<file path="config.mk">
export PLATFORM = sky130hd
export DESIGN_NAME = multi_channel_compare_alarm_timer
export DESIGN_NICKNAME = d
export VERILOG_FILES = /design/src/rtl/mcat_pkg.sv /design/src/rtl/mcat_prescale.sv /design/src/rtl/mcat_channel.sv /design/src/rtl/multi_channel_compare_alarm_timer.sv
export SDC_FILE = /design/constraint.sdc
export NUM_CORES = 1
export LEC_CHECK = 0
export ABC_AREA = 1
export BUFFER_PORTS_ARGS = -buffer_cell sky130_fd_sc_hd__buf_2
export CAP_MARGIN = 20
export CORE_UTILIZATION = 55
export CTS_CLUSTER_SIZE = 8
export DETAILED_ROUTE_END_ITERATION = 8
export MAX_ROUTING_LAYER = met4
export PLACE_DENSITY_LB_ADDON = 0.12
export SYNTH_ARGS = -nofsm -noshare
export SYNTH_HDL_FRONTEND = slang
export SYNTH_SLANG_ARGS = --single-unit
</file>
<file path="constraint.sdc">
create_clock -name clk -period 11.7 [get_ports clk]
set_clock_uncertainty 0.2 [all_clocks]
set_input_delay 1.17 -clock clk [delete_from_list [all_inputs] [get_ports clk]]
set_output_delay 1.17 -clock clk [all_outputs]
set_load 0.005 [all_outputs]
</file>
<file path="src/rtl/mcat_pkg.sv">
// Shared types, constants and helpers for the compare alarm timer.
`default_nettype none

package mcat_pkg;

  localparam int unsigned NUM_CHANNELS_DEF = 4;
  localparam int unsigned COUNTER_BITS_DEF = 24;
  localparam int unsigned PRESC_W          = 12;
  localparam logic [PRESC_W-1:0] PRESC_RESET = 12'd31;
  localparam int unsigned OP_W             = 2;

  // Request codes; code 3 is not assigned and changes nothing.
  typedef enum logic [OP_W-1:0] {
    OP_TICK    = 2'd0,
    OP_CONFIG  = 2'd1,
    OP_ONESHOT = 2'd2
  } mcat_op_t;

  // Per-channel control for one request.
  typedef struct packed {
    logic adv;           // divided tick: compare against the new count
    logic arm;           // load period, enable, and maybe the compare value
    logic en;            // enable value for an arm
    logic set_one_shot;  // mark channel as one-shot
  } mcat_chan_ctl_t;

  // Channel index width: at least the two bits of the request field.
  function automatic int unsigned chan_w(input int unsigned n);
    chan_w = (n > 4) ? 3 : 2;
  endfunction

endpackage

`default_nettype wire

</file>
<file path="src/rtl/mcat_prescale.sv">
// Prescaler register, tick divider and wrapping main counter.
`default_nettype none

module mcat_prescale #(
  parameter int unsigned COUNTER_BITS = mcat_pkg::COUNTER_BITS_DEF
) (
  input  wire logic                        clk,
  input  wire logic                        rst_n,
  input  wire logic                        cfg_we,
  input  wire logic [mcat_pkg::PRESC_W-1:0] cfg_wdata,
  input  wire logic                        tick,
  output logic                             adv,
  output logic [COUNTER_BITS-1:0]          count
);
  import mcat_pkg::*;

  logic [PRESC_W-1:0]      presc_r, presc_nxt;
  logic [PRESC_W-1:0]      pcount_r, pcount_nxt;
  logic [COUNTER_BITS-1:0] count_r, count_nxt;

  always_comb begin
    presc_nxt  = cfg_we ? cfg_wdata : presc_r;
    adv        = tick && (pcount_r >= presc_r);
    pcount_nxt = pcount_r;
    count_nxt  = count_r;
    if (tick) begin
      if (adv) begin
        pcount_nxt = '0;
        count_nxt  = count_r + COUNTER_BITS'(1);
      end else begin
        pcount_nxt = pcount_r + PRESC_W'(1);
      end
    end
  end

  // Count as it stands after this request.
  assign count = count_nxt;

  always_ff @(posedge clk) begin
    if (!rst_n) begin
      presc_r  <= PRESC_RESET;
      pcount_r <= '0;
      count_r  <= '0;
    end else begin
      presc_r  <= presc_nxt;
      pcount_r <= pcount_nxt;
      count_r  <= count_nxt;
    end
  end

endmodule

`default_nettype wire

</file>
<file path="src/rtl/mcat_channel.sv">
// One compare channel: period, compare value, enable and one-shot flag.
`default_nettype none

module mcat_channel #(
  parameter int unsigned COUNTER_BITS = mcat_pkg::COUNTER_BITS_DEF
) (
  input  wire logic                    clk,
  input  wire logic                    rst_n,
  input  wire mcat_pkg::mcat_chan_ctl_t ctl,
  input  wire logic [COUNTER_BITS-1:0] period,
  input  wire logic [COUNTER_BITS-1:0] count,
  output logic                         enabled,
  output logic                         fired
);
  import mcat_pkg::*;

  logic [COUNTER_BITS-1:0] cmp_r, cmp_nxt;
  logic [COUNTER_BITS-1:0] per_r, per_nxt;
  logic                    en_r, en_nxt;
  logic                    os_r, os_nxt;

  assign fired   = ctl.adv && en_r && (cmp_r == count);
  assign enabled = en_r;

  always_comb begin
    cmp_nxt = cmp_r;
    per_nxt = per_r;
    en_nxt  = en_r;
    os_nxt  = os_r;
    if (fired) begin
      cmp_nxt = cmp_r + per_r;
      if (os_r) begin
        en_nxt = 1'b0;
      end
    end
    if (ctl.arm) begin
      per_nxt = period;
      en_nxt  = ctl.en && (period != '0);
      if (ctl.en) begin
        cmp_nxt = count + period;
      end
    end
    if (ctl.set_one_shot) begin
      os_nxt = 1'b1;
    end
  end

  always_ff @(posedge clk) begin
    if (!rst_n) begin
      en_r <= 1'b0;
      os_r <= 1'b0;
    end else begin
      en_r <= en_nxt;
      os_r <= os_nxt;
    end
  end

  // Compare and period are only read once the channel has been armed.
  always_ff @(posedge clk) begin
    cmp_r <= cmp_nxt;
    per_r <= per_nxt;
  end

endmodule

`default_nettype wire

</file>
<file path="src/rtl/multi_channel_compare_alarm_timer.sv">
// Top level of the multi-channel compare alarm timer.
`default_nettype none

// Multi-channel compare alarm timer. Each request is one of: a slow-clock
// tick, a channel configure, or a one-shot channel request. Ticks are divided
// by the prescaler register (advance once per cfg value + 1 ticks); on each
// divided tick the wrapping main counter steps and every enabled channel
// whose compare value equals the new count fires, reporting its bit in
// out_fired_mask and moving its compare value on by its period. A one-shot
// channel disables itself when it fires. Every request yields exactly one
// result carrying the counter value after that request. Throughput is one
// request per clock while no result is stalled: a request sits in the
// input register, the prescaler, the per-channel compares and the
// lowest-free-channel search resolve in one combinational pass, and the
// result lands in the output register, which drives out_valid. A stalled
// result holds in the output register while one more request is taken
// into the input register; only then does in_stall rise. Write cfg_wdata
// only while no request is in flight.
module multi_channel_compare_alarm_timer #(
  parameter int unsigned NUM_CHANNELS = mcat_pkg::NUM_CHANNELS_DEF,
  parameter int unsigned COUNTER_BITS = mcat_pkg::COUNTER_BITS_DEF
) (
  input  wire logic                                        clk,
  input  wire logic                                        rst_n,
  // request channel
  input  wire logic                                        in_valid,
  output logic                                             in_stall,
  input  wire logic [mcat_pkg::OP_W-1:0]                   in_operation,
  input  wire logic [mcat_pkg::chan_w(NUM_CHANNELS)-1:0]   in_channel,
  input  wire logic [COUNTER_BITS-1:0]                     in_period_value,
  input  wire logic                                        in_enable,
  // result channel
  output logic                                             out_valid,
  input  wire logic                                        out_stall,
  output logic [NUM_CHANNELS-1:0]                          out_fired_mask,
  output logic                                             out_granted,
  output logic [mcat_pkg::chan_w(NUM_CHANNELS)-1:0]        out_granted_channel,
  output logic [COUNTER_BITS-1:0]                          out_counter_value,
  // prescaler register
  input  wire logic                                        cfg_we,
  input  wire logic [mcat_pkg::PRESC_W-1:0]                cfg_wdata
);
  import mcat_pkg::*;

  localparam int unsigned CW = chan_w(NUM_CHANNELS);

  // Input register
  logic                    s1_valid_r, s1_valid_nxt;
  logic [OP_W-1:0]         s1_op_r;
  logic [CW-1:0]           s1_ch_r;
  logic [COUNTER_BITS-1:0] s1_per_r;
  logic                    s1_en_r;

  // Output register
  logic                    out_valid_r, out_valid_nxt;
  logic [NUM_CHANNELS-1:0] fired_r;
  logic                    granted_r;
  logic [CW-1:0]           gch_r;
  logic [COUNTER_BITS-1:0] counter_r;

  logic in_acc;
  logic out_ready;
  logic s1_fire;

  // Decode
  logic is_tick, is_cfg, is_req;
  logic ch_in_range;

  // Datapath
  logic                    presc_adv;
  logic [COUNTER_BITS-1:0] count;
  logic [NUM_CHANNELS-1:0] chan_en;
  logic [NUM_CHANNELS-1:0] chan_fired;
  mcat_chan_ctl_t          chan_ctl [NUM_CHANNELS];

  logic                    free_found;
  logic [CW-1:0]           free_idx;
  logic                    grant;

  // Handshake: the output register frees when empty or taken this cycle.
  assign out_ready     = !out_valid_r || !out_stall;
  assign s1_fire       = s1_valid_r && out_ready;
  assign in_stall      = s1_valid_r && !out_ready;
  assign in_acc        = in_valid && !in_stall;
  assign s1_valid_nxt  = in_acc || (s1_valid_r && !s1_fire);
  assign out_valid_nxt = s1_fire || (out_valid_r && out_stall);

  always_comb begin
    is_tick = 1'b0;
    is_cfg  = 1'b0;
    is_req  = 1'b0;
    case (s1_op_r)
      OP_TICK:    is_tick = 1'b1;
      OP_CONFIG:  is_cfg  = 1'b1;
      OP_ONESHOT: is_req  = 1'b1;
      default: begin
        // unassigned code: report zeros and the counter
      end
    endcase
  end

  assign ch_in_range = {1'b0, s1_ch_r} < (CW+1)'(NUM_CHANNELS);

  mcat_prescale #(
    .COUNTER_BITS (COUNTER_BITS)
  ) u_prescale (
    .clk       (clk),
    .rst_n     (rst_n),
    .cfg_we    (cfg_we),
    .cfg_wdata (cfg_wdata),
    .tick      (s1_fire && is_tick),
    .adv       (presc_adv),
    .count     (count)
  );

  // Lowest channel that is not enabled.
  always_comb begin
    free_found = 1'b0;
    free_idx   = '0;
    for (int i = 0; i < NUM_CHANNELS; i++) begin
      if (!free_found && !chan_en[i]) begin
        free_found = 1'b1;
        free_idx   = CW'(i);
      end
    end
  end

  assign grant = is_req && (s1_per_r != '0) && free_found;

  for (genvar g = 0; g < NUM_CHANNELS; g++) begin : g_chan
    logic cfg_hit, req_hit;

    assign cfg_hit = is_cfg && ch_in_range && (s1_ch_r == CW'(g));
    assign req_hit = grant && (free_idx == CW'(g));

    always_comb begin
      chan_ctl[g].adv          = presc_adv;
      chan_ctl[g].arm          = s1_fire && (cfg_hit || req_hit);
      chan_ctl[g].en           = is_cfg ? s1_en_r : 1'b1;
      chan_ctl[g].set_one_shot = s1_fire && req_hit;
    end

    mcat_channel #(
      .COUNTER_BITS (COUNTER_BITS)
    ) u_channel (
      .clk     (clk),
      .rst_n   (rst_n),
      .ctl     (chan_ctl[g]),
      .period  (s1_per_r),
      .count   (count),
      .enabled (chan_en[g]),
      .fired   (chan_fired[g])
    );
  end

  // Control state
  always_ff @(posedge clk) begin
    if (!rst_n) begin
      s1_valid_r  <= 1'b0;
      out_valid_r <= 1'b0;
    end else begin
      s1_valid_r  <= s1_valid_nxt;
      out_valid_r <= out_valid_nxt;
    end
  end

  // Capture the request; hold while stalled.
  always_ff @(posedge clk) begin
    if (in_acc) begin
      s1_op_r  <= in_operation;
      s1_ch_r  <= in_channel;
      s1_per_r <= in_period_value;
      s1_en_r  <= in_enable;
    end
  end

  // Load the result as the request retires.
  always_ff @(posedge clk) begin
    if (s1_fire) begin
      fired_r   <= chan_fired;
      granted_r <= grant;
      gch_r     <= grant ? free_idx : '0;
      counter_r <= count;
    end
  end

  assign out_valid           = out_valid_r;
  assign out_fired_mask      = fired_r;
  assign out_granted         = granted_r;
  assign out_granted_channel = gch_r;
  assign out_counter_value   = counter_r;

endmodule

`default_nettype wire

</file>
==> flow_summary.yaml <==
status:
  status: "finished, final reports clean"
global_routing:
  grt_antenna_before_repair: 9
  grt_pass1_wl_um: 128000
  grt_max_degree: 41
  grt_pass1_vias: 21100
  globalRoute.totalOverflow: 0
  track_usage_pct: 46.5
clock_network:
  clk_latency_ns: 0.59
  cts_sinks: 310
  clkTransAtPathRegs_ns: 0.06
  postCtsSetupBuffers: 0
  holdBufCountCts: 0
  cts_tree: "yes"
  cts_max_level: 2
  cts_made_buffers: 45
  cts_resized: 0
  clockBufferDepth: 3
  root_buffer: "clkbuf_16"
detailed_routing:
  ant_nets: 0
  drc: 0
  via_per_inst: 6.28
  first_pass_iters: 6
  dr.first_iter.drc_count: 2772
  wl_um: 88200
  vias: 22300
  wl_per_cell_um: 24.8
finish:
  most-common-layout-cells: "nand2_1 (770), nand3_1 (335), inv_1 (301), nor2_1 (274), a21oi_1 (175)"
  nets: 3185
  n_fill_cell: 3403
  area_growth_pct: 10.4
  final_core_util_pct: 61.8
  drive_above_1_share_pct: 7.25
  final_common_cell: "nand2_1"
synth:
  yosysTopAreaCell: "edfxtp_1"
  netlist.area_leader.share_pct: 22.1
  synth_area_um2: 21200
  syn_nets: 3101
  yosysWarnings: 0
  synthCells: 2918
  synth_edf_count: 156
  syn_avg_cell_area_um2: 7.27
  synth_top_flop_cell: "edfxtp_1"
  synth_cell_types: 46
  synth_area_leaders: "edfxtp_1 (22%), dfxtp_1 (15%), nand2_1 (14%), nand3_1 (7.9%), ha_1 (7.8%)"
  async_flop_share_pct: 0
  yosysSeqAreaShare_pct: 36.6
  ys_ff_latch: 310
timing:
  max_freq_mhz: 156
  setup_ws_ns: 5.28
  rsz0062_at_grt: "no"
  period_share_pct: 54.8
  setup_viol: 0
  finalHoldViolCount: 0
  tns_ns: 0
  final.min_clock_period_ns: 6.42
  finalHoldWorstSlack_ns: 0.256
  slew_viol_final: 0
  max-slew-margin-rel_pct: 22.9
  worst_pin_slew_ns: 1.15
power:
  total_power_uw: 4110
  seq_power_share_pct: 34.7
  p_leak_uw: 0.0109
  p_sw_share_pct: 39.0
  p_switching_uw: 1600
  p_comb_share_pct: 34.7
  ir_drop_mv: 0.143
  pwr_density_cell_nw_per_um2: 176
  internal_power_uw: 2510
  clock_power_share_pct: 30.6
placed_design:
  dp_slack_ns: 5.59
  routabilityCongestion: 1.16
  dp_hpwl_um: 68000
  portBuffers: 78
floorplanning:
  die_w_um: 198
  core-area_um2: 37800
  die_area_um2: 39300
  start_util_pct: 56.0
  die-height_um: 198
  floorplan.rows: 71
  io_pins: 79
critical_path:
  crit_type: "reg2reg"
  required_ns: 11.94
  crit_path_end_kind: "flip-flop"
  cp_max_fo: 40
  start_kind: "flip-flop"
  worstPathArrival_ns: 6.65
run:
  max_cap_viol_count: 0
worst_hold_path:
  hp-class: "reg2reg"
[cells in the mapped netlist (2+ instances only)]
cell type	n
nor2_4	4
a31oi_1	5
buf_4	3
buf_6	9
nand3_2	15
dfxtp_1	154
a21boi_0	8
nand2_4	3
a21o_1	9
buf_2	26
o21ai_0	132
o21bai_1	13
xor2_1	63
buf_1	2
clkbuf_1	20
nor3_1	17
nor2_1	274
nor4_1	16
ha_1	132
a21oi_1	175
a211oi_1	4
nand2_2	27
inv_1	302
o211ai_1	6
nand3b_1	20
fa_1	5
and2_1	2
nand3_1	335
nor2_2	7
nor3_2	3
nor3b_1	2
xnor2_1	52
nand4_1	92
edfxtp_1	156
inv_2	8
o21a_1	9
nand2_1	770
o21ai_1	30
[cells by family after synthesis]
family / Yosys count / share of synthesized area, %
AO/OA/AOI/OAI: 394 / 9.96
AND/OR/NAND/NOR: 1591 / 33.3
XOR/XNOR: 115 / 4.75
buffers and inverters: 371 / 7.09
flip-flops: 310 / 36.6
adder cells (fa/ha/maj): 137 / 8.26
[area by class of cell]
type	count	area, µm²	share of cell area (%)
multi-input cells	2237	11900	51.0
inverters	311	1170	4.99
clock inverters	1	8.76	0.0374
repair buffers	97	553	2.36
clock buffers	78	1310	5.61
flip-flops and latches	310	7770	33.2
well taps	511	639	2.73
diodes	9	22.5	0.0962
[path summary, 6_finish.rpt]
check | start | to | slack, ns | depth (start not counted)
worst max-delay path | u_prescale.pcount_r[10] | g_chan[1].u_channel.cmp_r[15] | 5.28 | 22
worst min-delay path | g_chan[1].u_channel.os_r | g_chan[1].u_channel.os_r | 0.26 | 2
worst max register to register | u_prescale.pcount_r[10] | g_chan[1].u_channel.cmp_r[15] | 5.28 | 22
worst min register to register | g_chan[1].u_channel.os_r | g_chan[1].u_channel.os_r | 0.26 | 2
[metal layers]
metal | up-vias | share of wire (%) | GRT usage (%) | wire length, µm
li1 | 10000 | - | - | -
met1 | 10300 | 36 | 55.8 | 31900
met2 | 1609 | 43 | 69.5 | 38100
met3 | 417 | 13 | 11.1 | 11400
met4 | 0 | 7.7 | 30.7 | 6770
met5 | - | 0 | - | 0
[stage by stage]
step | instance area (µm²) | instances
2_1_floorplan | 21200 | 2918
3_3_place_gp | 22000 | 3464
3_5_place_dp | 22100 | 3465
4_1_cts | 23400 | 3544
5_1_grt | 23400 | 3549
6_report | 23400 | 3554
[power by group through the flow]
stage	combinational [µW]	clock (µW)	sequential, µW
after global routing	1560	1300	1430
after detailed placement	1370	0	1430
after global placement	1340	0	1430
after CTS	1380	1260	1410
after floorplan	1010	0	1360
final	1430	1260	1430
[registers in the layout, indices dropped and copies added, names as in the netlist]
name / flops
out_fired_mask: 4
out_granted_channel: 2
out_granted: 1
s1_ch_r: 2
s1_en_r: 1
g_chan.u_channel.os_r: 4
g_chan.u_channel.enabled: 4
out_counter_value: 24
u_prescale.presc_r: 12
g_chan.u_channel.per_r: 96
g_chan.u_channel.cmp_r: 96
out_valid: 1
u_prescale.pcount_r: 12
s1_per_r: 24
u_prescale.count_r: 24
s1_op_r: 2
s1_valid_r: 1
[worst max-delay path: stages, from the launching register on]
cell and delay (ns):
dfxtp_1 0.35, ha_1 0.31, nand2_1 0.07, nor2_1 0.16, nand2_1 0.10, nor2_1 0.12, nor2_1 0.07, nand2_2 0.69
nand2_4 0.45, nand2_1 0.39, nand2_1 0.30, inv_1 0.46, ha_1 0.27, nand3_1 0.10, a21oi_1 0.16, nor2_1 0.09
o21ai_0 0.56, a21oi_1 0.26, o21ai_0 0.35, a21oi_1 0.13, xor2_1 0.15, nand2_1 0.35, o21ai_0 0.18
Power figures use the tool's default switching activity.
